[src/rtl/ebb_pkg.sv]
`default_nettype none

package ebb_pkg;

  localparam int MaxWidth   = 1024;
  localparam int MaxRadius  = 3;
  localparam int SampleBits = 16;
  localparam int ColBits    = $clog2(MaxWidth);
  localparam int RowSlots   = 2 * MaxRadius + 2;
  localparam int SlotBits   = $clog2(RowSlots);
  localparam int StoreDepth = (1 << SlotBits) * MaxWidth;
  localparam int SizeBits   = 11;
  localparam int RadBits    = 2;
  localparam int SumBits    = 22;
  localparam int CntBits    = 6;
  localparam int PendBits   = 2 * ColBits + 1;
  localparam int DelayBits  = 12;
  localparam int DivCntBits = 5;

  localparam logic [1:0] CfgImageSize = 2'd0;
  localparam logic [1:0] CfgRadius    = 2'd1;

  localparam logic FuncSample = 1'b0;
  localparam logic FuncFlush  = 1'b1;

  typedef struct packed {
    logic                  func;
    logic [SampleBits-1:0] height_in;
  } in_item_t;

  typedef struct packed {
    logic [SampleBits-1:0] height_out;
    logic                  frame_end;
  } out_item_t;

  typedef struct packed {
    logic capture;
    logic eval;
    logic setup;
    logic sum_step;
    logic div_init;
    logic div_step;
    logic load_out;
  } ebb_cmd_t;

  typedef struct packed {
    logic emit;
    logic sum_last;
    logic div_last;
    logic out_free;
  } ebb_sts_t;

endpackage

`default_nettype wire

[src/rtl/ebb_ctrl.sv]
`default_nettype none

module ebb_ctrl (
  input  wire logic          clk_i,
  input  wire logic          rst_ni,
  input  wire logic          in_valid_i,
  output logic               in_stall_o,
  input  wire ebb_pkg::ebb_sts_t sts_i,
  output ebb_pkg::ebb_cmd_t  cmd_o
);
  import ebb_pkg::*;

  typedef enum logic [2:0] {
    S_IDLE, S_EVAL, S_SETUP, S_SUM, S_ACC, S_DIVINIT, S_DIV, S_OUT
  } state_e;

  state_e state_q, state_d;
  logic   stall_q;

  always_comb begin
    cmd_o   = '0;
    state_d = state_q;
    case (state_q)
      S_IDLE: begin
        if (in_valid_i) begin
          cmd_o.capture = 1'b1;
          state_d       = S_EVAL;
        end
      end
      S_EVAL: begin
        cmd_o.eval = 1'b1;
        state_d    = sts_i.emit ? S_SETUP : S_IDLE;
      end
      S_SETUP: begin
        cmd_o.setup = 1'b1;
        state_d     = S_SUM;
      end
      S_SUM: begin
        cmd_o.sum_step = 1'b1;
        if (sts_i.sum_last) begin
          state_d = S_ACC;
        end
      end
      S_ACC: begin
        state_d = S_DIVINIT;
      end
      S_DIVINIT: begin
        cmd_o.div_init = 1'b1;
        state_d        = S_DIV;
      end
      S_DIV: begin
        cmd_o.div_step = 1'b1;
        if (sts_i.div_last) begin
          state_d = S_OUT;
        end
      end
      S_OUT: begin
        if (sts_i.out_free) begin
          cmd_o.load_out = 1'b1;
          state_d        = S_IDLE;
        end
      end
      default: begin
        state_d = S_IDLE;
      end
    endcase
  end

  always_ff @(posedge clk_i or negedge rst_ni) begin
    if (!rst_ni) begin
      state_q <= S_IDLE;
      stall_q <= 1'b0;
    end else begin
      state_q <= state_d;
      stall_q <= (state_d != S_IDLE);
    end
  end

  assign in_stall_o = stall_q;

  a_capture_idle: assert property (@(posedge clk_i) disable iff (!rst_ni)
    cmd_o.capture |=> state_q == S_EVAL)
    else $error("capture did not lead to evaluation");
  a_out_returns: assert property (@(posedge clk_i) disable iff (!rst_ni)
    cmd_o.load_out |=> !in_stall_o)
    else $error("block still stalled after result load");
  a_sum_before_div: assert property (@(posedge clk_i) disable iff (!rst_ni)
    (state_q == S_ACC) |-> $past(cmd_o.sum_step))
    else $error("accumulate stage not preceded by a read");

endmodule

`default_nettype wire

[config.mk]
export PLATFORM = sky130hd
export DESIGN_NAME = ebb_ctrl
export DESIGN_NICKNAME = d
export VERILOG_FILES = /design/src/rtl/ebb_pkg.sv /design/src/rtl/ebb_ctrl.sv
export SDC_FILE = /design/constraint.sdc
export NUM_CORES = 1
export LEC_CHECK = 0
export BUFFER_PORTS_ARGS = -buffer_cell sky130_fd_sc_hd__buf_2
export CAP_MARGIN = 20
export CORE_AREA = 2 2 39 41
export CTS_CLUSTER_SIZE = 14
export DETAILED_ROUTE_END_ITERATION = 10
export DIE_AREA = 0 0 41 43
export PLACE_DENSITY = 0.43
export REMOVE_ABC_BUFFERS = 1
export SLEW_MARGIN = 10
export SYNTH_ARGS = -nofsm -noshare
export SYNTH_HDL_FRONTEND = slang
export SYNTH_SLANG_ARGS = --single-unit
[constraint.sdc]
create_clock -name clk_i -period 1.23 [get_ports clk_i]
set_input_delay 0.0615 -clock clk_i [delete_from_list [all_inputs] [get_ports clk_i]]
set_output_delay 0.0615 -clock clk_i [all_outputs]
set_load 0.02 [all_outputs]
==> Word-level counts from Yosys, hierarchy flattened <==
Cells that the tools add are included.
W data, S select, Z words.
{ "word_totals": {"register_bits": 4, "inputBits": 7, "out_inout_bits": 8, "wordCells": 26} }
{ "op_classes": {"eq_ne": 7, "muxes": 15, "reduce_logical": 2} }
{ "op_table": {"columns": ["op", "count"], "rows": [
  ["$pmux W3 S8", 1],
  ["$eq A3 B3 Y1 const B", 4],
  ["$mux W3", 4],
  ["$mux W1", 9],
  ["$eq A3 B2 Y1 const B", 2],
  ["$eq A3 B1 Y1 const B", 1],
  ["$logic_not A3 Y1", 1],
  ["$reduce_bool A3 Y1", 1],
  ["$mux W2", 1]
]} }

==> Depth between registers and ports, before layout <==
{ "depth": {"ltp_word": 3, "ltp_mapped": 4, "mapped_depth_nobuf": 3} }

==> Least setup slack after synthesis <==
Ideal clock, no wire load.
{ "synth_timing": {"path_kind": "reg-to-output", "start": "register state_q[1]", "end": "output port cmd_o[6] (netlist name)", "arrival_time_ps": 1112, "t_required_ps": 1168, "slack_ps": 57, "path_stages_with_launch": 4, "n_path_buf": 1, "path_cell_list": "dfrtp_1 -> buf_6 -> or2_2 -> nor2b_1"} }
{ "synth_rtl": {"columns": ["item", "line_no", "text"], "rows": [
  ["start, declared", "ebb_ctrl.sv:17", "state_e state_q, state_d;"],
  ["start signal, assigned", "ebb_ctrl.sv:74", "state_q <= state_d;"],
  ["end, declared", "ebb_ctrl.sv:9", "output ebb_pkg::ebb_cmd_t cmd_o"]
]} }

==> out/results.ini <==
[outcome]
run_status = finished with violations
failed_checks = setup timing

[setup_path]
crit_path_cell_trace = and2b_4, nor2b_4, buf_6
path_class = reg2out
required_ns = 1.17
crit_start = state_q[0]
r2r-start = state_q[1]
slowest_delay_ns = 0.43
start_kind = register
critPathCaptureType = primary output
critPathTopFamily = flip-flops
cp.buffers_inverters = 1
crit_fanout = 6
arrival_ns = 1.18
slowest_stage = dfrtp_2

[timing]
fmax_ghz = 0.807
layout_min_cycle_time_ns = 1.24
finalHoldViolCount = 0
worst_slew_margin_rel = 0.892
setup_tns_ns = -0.00894
worst_pin_slew_ns = 0.161
grt_setup_unrepaired = yes
layout_setup_ws_ns = -0.00894
slew_violations = 0
timing.final.crit_share = 1.01
setup_violations = 1
skew_ns = 0.000477

[power]
clkPwrFrac = 0.135
pwr_density_cell_nw_per_um2 = 2650
switching_power_w = 0.000527
p_sw_frac = 0.420
irDropWorstVdd_mv = 1.04
p_int_w = 0.000728
p_leak_nw = 0.237
comb_power_share = 0.649
seq_power_share = 0.216

[synthesis]
ys_warn_count = 0
netlist_area_um2 = 260
ys_seq_area_frac = 0.385
synth_top_cell_by_area = dfrtp_1
async_flop_share = 1.00
ys_ff_latch = 4
ys_types = 19
synth_cells = 29
syn_avg_cell_area_um2 = 8.97
synth_ff_type = dfrtp_1
yosys-top-cells-area = dfrtp_1 38%, and3_1 4.8%, o22ai_1 4.8%, o22ai_2 4.8%, and4_4 4.3%
yosysMostFrequentCell = dfrtp_1
synth-edff-count = 0
yosysTopAreaCellShare = 0.385
synth_common_cells = 4 x dfrtp_1, 3 x nor2_1

[grt]
globalRoute.totalOverflow = 0
track_usage = 0.116
grt_max_degree = 7
grt_antenna_before_repair = 0
first_global_vias = 307
grt_pass1_wl_um = 1280

[routing]
drt-pass1-iter-count = 4
met2_length_um = 374
routed_via_density = 4.57
vias = 320
wl_met3_um = 66
drt-initial-drc-count = 8
postRouteAntennaNets = 0
top_layer = met4
wire_per_inst_um = 11.5
drt-met1-wl_um = 354
drc = 0
wirelength_um = 802

[die]
die_area_um2 = 1760
core_area_um2 = 1380
fp.dieW_um = 41
start_util = 0.188
die_h_um = 43
row_count = 14
pin_count = 15

[cts]
h-tree-depth = 1
cts.path.max_buffers = 2
cts_tree = done
cts_root_buf = clkbuf_4
clock_sinks = 4
clock_latency_ns = 0.24
cts-buffers-inserted = 3
path_clk_slew_ns = 0.04

[place]
gp_congestion = 0.753
post_dp_cell_area_um2 = 354
place_hpwl_um = 532
numPortBuffers = 14

[layout]
multi_input_area_um2 = 158
layout-drive-gt1-share = 0.667
antenna_cells = 0
design_area_um2 = 473
fin_util = 0.342
register_area_um2 = 103
n_fill_cell = 147
nets = 63
area_growth_pct = 81.7

[min_path]
hold_class = in2reg
hold_path_startpoint = sts_i[1]

[run]
drv_cap = 0

-- sequential cells by signal, summed over array words and instances, names as in the netlist --
signal and flops:
in_stall_o 1, state_q 3
-- cell type report --
class,count,share of cell area
repair buffers,23,0.344
flip-flops and latches,4,0.217
well taps,16,0.0423
inverters,2,0.0159
clock buffers,3,0.0476
multi-input cells,22,0.333
-- per-stage QoR --
stage / setup WS (ns) / power, W / std cells / hold slack (ns)
finish: -0.00894 / 0.00125 / 70 / 0.104
detailed placement: 0.0866 / 0.000842 / 60 / -0.130
CTS: -0.0141 / 0.00120 / 70 / 0.0993
floorplan: 0.0789 / 0.000635 / 28 / -0.234
global route: -0.0543 / 0.00136 / 70 / 0.109
global placement: 0.0402 / 0.000852 / 60 / -0.128
-- power by group through the flow --
stage	combinational, W	sequential, W	clock (W)
3_3_place_gp	0.000566	0.000286	0
2_1_floorplan	0.000345	0.000290	0
4_1_cts	0.000760	0.000263	0.000175
5_1_grt	0.000885	0.000278	0.000193
6_report	0.000814	0.000271	0.000170
3_5_place_dp	0.000556	0.000285	0
-- per-layer routing --
| metal | global-route usage | up-vias |
|---|---|---|
| met3 | 0.0785 | 2 |
| met1 | 0.150 | 145 |
| met2 | 0.141 | 19 |
| met5 | 0 | - |
| li1 | - | 154 |
| met4 | 0.0600 | 0 |
-- cell families (layout without fill, tap and decap cells) --
family                 Yosys count  after routing  synth area share
flip-flops                       4              4             0.385
AND/OR/NAND/NOR                 14             14             0.341
buffers and inverters            3             28            0.0721
AO/OA/AOI/OAI                    8              8             0.202
-- timing repair --
item | CTS | global route
pin swaps | 1 | 2
hold buffers | 1 | 0
endpoints found under the hold margin | 4 | 0
gates resized for setup | 8 | 7
endpoints found under the setup margin | 6 | 7
setup buffers | 6 | 0
-- worst paths after layout --
check                           slack, ns         end  depth (start not counted)
worst min register to register       0.64  state_q[2]                          2
worst max register to register       0.04  in_stall_o                          4
worst max-delay path               -0.009    cmd_o[6]                          3
min in group asynchronous            0.15  state_q[1]                          2
max in group asynchronous            0.94  state_q[0]                          2
worst min-delay path                 0.10  state_q[0]                          3
-- worst reg2reg max path: stages (launching register included) --
cell and delay [ns]:
dfrtp_1 0.41, or2_4 0.29, buf_4 0.14, o22ai_2 0.11, o22ai_1 0.11
-- cells in the final DEF (no fill, tap or decap), drive strengths merged, types with 2 or more instances in the layout --
master	instances
dfrtp	4
o22ai	3
clkbuf	3
and3	3
inv	2
o21ai	2
a21oi	2
nor2	3
buf	22
(Power assumes the default switching activity.)
